**src/hsl2rgb_pkg.sv**
```systemverilog
package hsl2rgb_pkg;

    // Segment of the piecewise-linear hue ramp that a channel falls in
    typedef enum logic [1:0] {
        RAMP_UP,
        RAMP_HIGH,
        RAMP_DOWN,
        RAMP_LOW
    } ramp_sel_t;

    localparam int NUM_CHAN = 3;
    localparam int CHAN_RED = 0;
    localparam int CHAN_GREEN = 1;
    localparam int CHAN_BLUE = 2;

endpackage

```
**src/hsl_to_rgb_converter.sv**
```systemverilog
// An accepted input word passes through the stage 1 to 4 registers, then the output register.
// Throughput: one pixel per clock while m_tready does not stall the output; the saturation
// product and the three ramp products each have a multiplier of their own, in stages 2 and 4.
// A stall at the output backs up stage by stage, so bubbles are absorbed.
// Reset (rst_n low, asynchronous) clears every stage valid bit; payload
// registers are not reset.
module hsl_to_rgb_converter
    import hsl2rgb_pkg::*;
#(
    parameter int FRAC_BITS = 16
)
(
    input  logic clk,
    input  logic rst_n,

    input  logic s_tvalid,
    output logic s_tready,
    // hue [FRAC_BITS-1:0], saturation [FRAC_BITS+1 bits], lightness [FRAC_BITS+1 bits]
    input  logic [((3*FRAC_BITS+2+7)/8)*8-1:0] s_tdata,

    output logic m_tvalid,
    input  logic m_tready,
    // red [FRAC_BITS+1 bits], green [FRAC_BITS+1 bits], blue [FRAC_BITS+1 bits]
    output logic [((3*(FRAC_BITS+1)+7)/8)*8-1:0] m_tdata
);

    localparam int W = FRAC_BITS;
    localparam int OUT_W = ((3*(FRAC_BITS+1)+7)/8)*8;

    localparam logic [W:0]   ONE       = {1'b1, {W{1'b0}}};
    localparam logic [W-1:0] SIXTH     = W'(ONE / 6);
    localparam logic [W-1:0] THIRD     = W'(ONE / 3);
    localparam logic [W-1:0] HALF      = W'(ONE / 2);
    localparam logic [W-1:0] TWO_THIRD = W'((2 * ONE) / 3);

    function automatic ramp_sel_t ramp_select(input logic [W-1:0] t);
        ramp_sel_t sel;
        if (t < SIXTH)
            sel = RAMP_UP;
        else if (t < HALF)
            sel = RAMP_HIGH;
        else if (t < TWO_THIRD)
            sel = RAMP_DOWN;
        else
            sel = RAMP_LOW;
        return sel;
    endfunction

    // Slope factor 6*t on the rising edge, 6*(2/3 - t) on the falling edge
    function automatic logic [W:0] ramp_factor(input logic [W-1:0] t);
        logic [W-1:0] base;
        logic [W+2:0] six;
        if (t < SIXTH)
            base = t;
        else if (t >= HALF && t < TWO_THIRD)
            base = TWO_THIRD - t;
        else
            base = '0;
        six = {1'b0, base, 2'b00} + {2'b00, base, 1'b0};
        return six[W:0];
    endfunction

    // Stage handshake
    logic s1_valid_reg, s2_valid_reg, s3_valid_reg, s4_valid_reg, out_valid_reg;
    logic ready1, ready2, ready3, ready4, ready5;

    assign ready5 = !out_valid_reg || m_tready;
    assign ready4 = !s4_valid_reg || ready5;
    assign ready3 = !s3_valid_reg || ready4;
    assign ready2 = !s2_valid_reg || ready3;
    assign ready1 = !s1_valid_reg || ready2;
    assign s_tready = ready1;
    assign m_tvalid = out_valid_reg;

    always_ff @(posedge clk or negedge rst_n)
    begin
        if (!rst_n)
        begin
            s1_valid_reg  <= 1'b0;
            s2_valid_reg  <= 1'b0;
            s3_valid_reg  <= 1'b0;
            s4_valid_reg  <= 1'b0;
            out_valid_reg <= 1'b0;
        end
        else
        begin
            if (ready1)
                s1_valid_reg <= s_tvalid;
            if (ready2)
                s2_valid_reg <= s1_valid_reg;
            if (ready3)
                s3_valid_reg <= s2_valid_reg;
            if (ready4)
                s4_valid_reg <= s3_valid_reg;
            if (ready5)
                out_valid_reg <= s4_valid_reg;
        end
    end

    // Stage 1: clamp inputs, place hue on each channel's ramp
    logic [W-1:0] in_hue;
    logic [W:0]   in_sat, in_lit;
    logic [W-1:0] chan_t [NUM_CHAN];
    logic [W:0]   s1_sat_next, s1_lit_next;

    assign in_hue = s_tdata[W-1:0];
    assign in_sat = s_tdata[2*W:W];
    assign in_lit = s_tdata[3*W+1:2*W+1];

    assign s1_sat_next = (in_sat > ONE) ? ONE : in_sat;
    assign s1_lit_next = (in_lit > ONE) ? ONE : in_lit;

    assign chan_t[CHAN_RED]   = in_hue + THIRD;
    assign chan_t[CHAN_GREEN] = in_hue;
    assign chan_t[CHAN_BLUE]  = in_hue - THIRD;

    logic [W:0]  s1_sat_reg, s1_lit_reg;
    logic        s1_gray_reg;
    ramp_sel_t   s1_sel_reg [NUM_CHAN];
    logic [W:0]  s1_fac_reg [NUM_CHAN];

    always_ff @(posedge clk)
    begin
        if (ready1)
        begin
            s1_sat_reg  <= s1_sat_next;
            s1_lit_reg  <= s1_lit_next;
            s1_gray_reg <= (s1_sat_next == '0);
            for (int c = 0; c < NUM_CHAN; c++)
            begin
                s1_sel_reg[c] <= ramp_select(chan_t[c]);
                s1_fac_reg[c] <= ramp_factor(chan_t[c]);
            end
        end
    end

    // Stage 2: l*s
    logic [2*W+1:0] ls_prod;
    assign ls_prod = s1_lit_reg * s1_sat_reg;

    logic [W:0]  s2_sat_reg, s2_lit_reg, s2_ls_reg;
    logic        s2_gray_reg;
    ramp_sel_t   s2_sel_reg [NUM_CHAN];
    logic [W:0]  s2_fac_reg [NUM_CHAN];

    always_ff @(posedge clk)
    begin
        if (ready2)
        begin
            s2_sat_reg  <= s1_sat_reg;
            s2_lit_reg  <= s1_lit_reg;
            s2_ls_reg   <= ls_prod[2*W:W];
            s2_gray_reg <= s1_gray_reg;
            s2_sel_reg  <= s1_sel_reg;
            s2_fac_reg  <= s1_fac_reg;
        end
    end

    // Stage 3: q, p and the ramp height q - p
    logic [W+1:0]        s3_q_next;
    logic signed [W+2:0] s3_p_next, diff;
    logic [W+1:0]        s3_ud_next;

    always_comb
    begin
        if ({1'b0, s2_lit_reg} < {2'b00, HALF})
            s3_q_next = {1'b0, s2_lit_reg} + {1'b0, s2_ls_reg};
        else
            s3_q_next = {1'b0, s2_lit_reg} + {1'b0, s2_sat_reg} - {1'b0, s2_ls_reg};
        s3_p_next = $signed({1'b0, s2_lit_reg, 1'b0}) - $signed({1'b0, s3_q_next});
        diff = $signed({1'b0, s3_q_next}) - s3_p_next;
        s3_ud_next = diff[W+2] ? '0 : diff[W+1:0];
    end

    logic [W+1:0]        s3_q_reg, s3_ud_reg;
    logic signed [W+2:0] s3_p_reg;
    logic [W:0]          s3_lit_reg;
    logic                s3_gray_reg;
    ramp_sel_t           s3_sel_reg [NUM_CHAN];
    logic [W:0]          s3_fac_reg [NUM_CHAN];

    always_ff @(posedge clk)
    begin
        if (ready3)
        begin
            s3_q_reg    <= s3_q_next;
            s3_p_reg    <= s3_p_next;
            s3_ud_reg   <= s3_ud_next;
            s3_lit_reg  <= s2_lit_reg;
            s3_gray_reg <= s2_gray_reg;
            s3_sel_reg  <= s2_sel_reg;
            s3_fac_reg  <= s2_fac_reg;
        end
    end

    // Stage 4: ramp products, one multiplier per channel
    logic [2*W+2:0] ramp_prod [NUM_CHAN];

    always_comb
    begin
        for (int c = 0; c < NUM_CHAN; c++)
            ramp_prod[c] = s3_ud_reg * s3_fac_reg[c];
    end

    logic [W+1:0]        s4_q_reg;
    logic signed [W+2:0] s4_p_reg;
    logic [W:0]          s4_lit_reg;
    logic                s4_gray_reg;
    ramp_sel_t           s4_sel_reg [NUM_CHAN];
    logic [W+1:0]        s4_ramp_reg [NUM_CHAN];

    always_ff @(posedge clk)
    begin
        if (ready4)
        begin
            s4_q_reg    <= s3_q_reg;
            s4_p_reg    <= s3_p_reg;
            s4_lit_reg  <= s3_lit_reg;
            s4_gray_reg <= s3_gray_reg;
            s4_sel_reg  <= s3_sel_reg;
            for (int c = 0; c < NUM_CHAN; c++)
                s4_ramp_reg[c] <= ramp_prod[c][2*W+1:W];
        end
    end

    // Stage 5: pick the segment value, clamp to 0..1, gray bypass
    logic signed [W+3:0] p_ext, q_ext, chan_v [NUM_CHAN];
    logic [W:0]          chan_next [NUM_CHAN];

    assign p_ext = {s4_p_reg[W+2], s4_p_reg};
    assign q_ext = $signed({2'b00, s4_q_reg});

    always_comb
    begin
        for (int c = 0; c < NUM_CHAN; c++)
        begin
            case (s4_sel_reg[c])
                RAMP_UP, RAMP_DOWN: chan_v[c] = p_ext + $signed({2'b00, s4_ramp_reg[c]});
                RAMP_HIGH:          chan_v[c] = q_ext;
                RAMP_LOW:           chan_v[c] = p_ext;
                default:            chan_v[c] = p_ext;
            endcase
            if (s4_gray_reg)
                chan_next[c] = s4_lit_reg;
            else if (chan_v[c][W+3])
                chan_next[c] = '0;
            else if (chan_v[c] > $signed({3'b000, ONE}))
                chan_next[c] = ONE;
            else
                chan_next[c] = chan_v[c][W:0];
        end
    end

    logic [W:0] out_red_reg, out_green_reg, out_blue_reg;

    always_ff @(posedge clk)
    begin
        if (ready5)
        begin
            out_red_reg   <= chan_next[CHAN_RED];
            out_green_reg <= chan_next[CHAN_GREEN];
            out_blue_reg  <= chan_next[CHAN_BLUE];
        end
    end

    assign m_tdata = OUT_W'({out_blue_reg, out_green_reg, out_red_reg});

    a_accept_to_s1: assert property (@(posedge clk) disable iff (!rst_n)
        (s_tvalid && s_tready) |=> s1_valid_reg)
        else $error("accepted word did not enter stage 1");

    a_s1_clamped: assert property (@(posedge clk) disable iff (!rst_n)
        s1_valid_reg |-> (s1_sat_reg <= ONE && s1_lit_reg <= ONE))
        else $error("stage 1 saturation or lightness above one");

    a_gray_equal: assert property (@(posedge clk) disable iff (!rst_n)
        (s4_valid_reg && ready5 && s4_gray_reg) |=>
            (out_red_reg == out_green_reg && out_green_reg == out_blue_reg))
        else $error("gray pixel with unequal channels");

    a_out_range: assert property (@(posedge clk) disable iff (!rst_n)
        m_tvalid |-> (out_red_reg <= ONE && out_green_reg <= ONE && out_blue_reg <= ONE))
        else $error("output channel above one");

endmodule
```
**config.mk**
```make
export PLATFORM = sky130hd
export DESIGN_NAME = hsl_to_rgb_converter
export DESIGN_NICKNAME = d
export VERILOG_FILES = /design/src/hsl2rgb_pkg.sv /design/src/hsl_to_rgb_converter.sv
export SDC_FILE = /design/constraint.sdc
export NUM_CORES = 2
export LEC_CHECK = 0
export ABC_AREA = 0
export BUFFER_PORTS_ARGS = -buffer_cell sky130_fd_sc_hd__buf_2
export CAP_MARGIN = 0
export CORE_MARGIN = 4
export CORE_UTILIZATION = 45
export DETAILED_ROUTE_END_ITERATION = 8
export PLACE_DENSITY_LB_ADDON = 0.05
export SETUP_SLACK_MARGIN = 0.4
export SYNTH_ARGS = -nofsm -noshare
export SYNTH_HDL_FRONTEND = slang
export SYNTH_SLANG_ARGS = --single-unit
```
**constraint.sdc**
```tcl
create_clock -name clk -period 12.85 [get_ports clk]
set_input_delay 3.2125 -clock clk [delete_from_list [all_inputs] [get_ports clk]]
set_output_delay 3.2125 -clock clk [all_outputs]
set_load 0.01 [all_outputs]
```
==> reports/results.ini <==
[status]
outcome = complete, no violations

[clock_tree]
clock_latency_ns = 0.65
cts_sinks = 490
ctsHoldBuffers = 0
cts.path.max_buffers = 3
post_cts_resized = 0
cts_root_buffer = clkbuf_16
clkTransAtPathRegs_ns = 0.06
cts_max_level = 2
cts_setup_buffers = 0
cts_tree = built
cts_buffers = 58

[sta]
tightest_slew_ns = 1.129
setup_viol_count_final = 0
hold_ws_ns = 0.4121
fin_setup_tns_ns = 0
rsz0062_at_grt = false
fmax_mhz = 107.7
skew_ns = 0.03601
min_period_over_period_pct = 72.28
slew_headroom_pct = 24.43
layout_min_cycle_time_ns = 9.288
hold_viol = 0
slew_viol_final = 0

[placed_design]
gp_congestion = 0.8705
hpwlAfterDp_mm = 124.6
port_buffers = 106
placed_area_um2 = 64980

[die]
die_x_um = 380.9
dieArea_um2 = 145100
die_h_um = 380.9
start_util_pct = 45.40
pin_count = 118
fp-row-count = 136
core_um2 = 137800

[yosys]
syn_area_um2 = 62580
synth_area_leaders = fa_1 29%, edfxtp_1 23%, ha_1 12%
synth_top_cell_area_share_pct = 28.70
synth_ff_type = edfxtp_1
synthCells = 6460
syn_avg_cell_area_um2 = 9.687
synth.distinct_cells = 99
synth_edf_count = 485
yosysTopAreaCell = fa_1
seq_area_frac_synth_pct = 23.47
async_reset_ff_share_pct = 1.020
ys_warn_count = 0
ys_ff_latch = 490

[global_routing]
antenna_found_initial = 8
grt_max_degree = 79
grt_pass1_wl_mm = 258.2
grt_usage_pct = 22.64
grt_pass1_vias = 45100
gr-total-overflow = 0

[setup_path]
cpPeakStageDelay_ns = 0.86
end_kind = flip-flop
reg2regPathDepth = 29
critPathTopFamily = compound AO/OA/AOI/OAI gates
cp.required_ns = 13.23
crit_type = input port to flip-flop
crit_buf_inv = 3
ff2ff_setup_slack_ns = 4.93
arrival_ns = 9.67
worst_r2r_endpoint = s3_ud_reg[7]
slowest_stage = nor2_1
crit_fanout = 18
r2r_start = s2_lit_reg[0]
startpoint_type = input port

[run]
max_cap_violations = 0

[finish]
final_area_um2 = 66930
largest_reg_flops = 54
drive_above_1_share_pct = 5.133
fin_nets = 8007
syn2layout_area_growth_pct = 6.962
final_core_util_pct = 48.56

[drt]
drc_errors = 0
drt_wl_total_mm = 162.0
wl_per_cell_um = 19.51
antenna_left = 0
viasPerCell = 5.237
drt-initial-drc-count = 2625
drt-pass1-iter-count = 5
vias = 43500

[worst_hold_path]
whs_endpoint = s3_fac_reg[19]
min_path_type = flip-flop to flip-flop
holdPathStages = 0
min_from = s2_fac_reg[19]

routing by layer:
layer / GRT usage [%] / wire (µm)
met1: 32.70 / 76360
met2: 37.03 / 74900
met3: 2.412 / 7331
met4: 4.960 / 3432
met5: 0 / 0
worst max path at each step:
| stage | start | end | slack (ns) | cells after the start |
|---|---|---|---|---|
| floorplan | m_tready | s_tready | 1.10 | 4 |
| global placement | s_tdata[2] | s1_fac_reg[50] | 3.05 | 28 |
| detailed placement | s_tdata[2] | s1_fac_reg[50] | 3.01 | 28 |
| CTS | s_tdata[2] | s1_fac_reg[50] | 3.71 | 28 |
| global route | s_tdata[2] | s1_fac_reg[50] | 2.99 | 28 |
| finish | s_tdata[2] | s1_fac_reg[50] | 3.56 | 28 |
stage by stage:
stage	instances	setup slack (ns)
global route	8301	2.994
detailed placement	8195	3.008
global placement	8195	3.045
floorplan	6499	1.097
finish	8305	3.562
CTS	8301	3.712
worst reg2reg max path, delay by kind of cell, from the launching register on:
kind,cells,cell delay (ns)
xor+xnor,2,0.40
fa+ha+maj,6,2.07
flops,1,0.50
simple gates,4,1.05
compound gates,12,3.01
buf+inv,4,0.29
mux,1,0.30
layout make-up:
cell class	count	area (µm²)
Clock inverter	40	419.2
Clock buffer	66	1524
Multi-Input combinational cell	4435	42130
Timing Repair Buffer	171	1018
Sequential cell	490	14690
Tap cell	1794	2245
Antenna cell	4	10.01
Fill cell	13100	70900
Inverter	1305	4900
cell usage in the layout (no fill, tap or decap), types with 22 or more instances in the layout:
master,count
nand3_1,40
mux2i_1,44
nand2_1,878
a21o_1,106
a211oi_1,24
conb_1,41
xor2_1,57
and3_1,30
edfxtp_1,485
nor4_1,22
o21a_1,45
a21oi_1,180
nor2_1,180
nor2b_1,62
fa_1,897
o21ai_0,205
ha_1,589
and2_1,381
nor3_1,75
xnor2_1,155
clkbuf_16,60
buf_2,106
nand2b_1,36
inv_1,1300
buf_4,65
o21bai_1,34
synth_stat cells (30+ instances only):
master       n
xor2_1      57
a21oi_1    180
and2_1     381
fa_1       897
clkbuf_1   253
mux2i_1     44
a21o_1     106
nor2b_1     62
o21a_1      45
nand2b_1    36
ha_1       589
nor2_1     180
edfxtp_1   485
nor3_1      75
o21bai_1    34
nand2_1    880
inv_1     1301
and3_1      30
nand3_1     41
o21ai_0    205
xnor2_1    155
cells by family after synthesis:
family	synth area share, %
compound gates	8.818
xor+xnor	2.967
fa+ha+maj	40.52
buf+inv	9.492
flops	23.47
mux	1.082
other cells	0.01200
simple gates	13.63
Power is left out: the tool's default activity adds up to more than one toggle a clock period on the data nets, which glitch-free logic cannot reach.
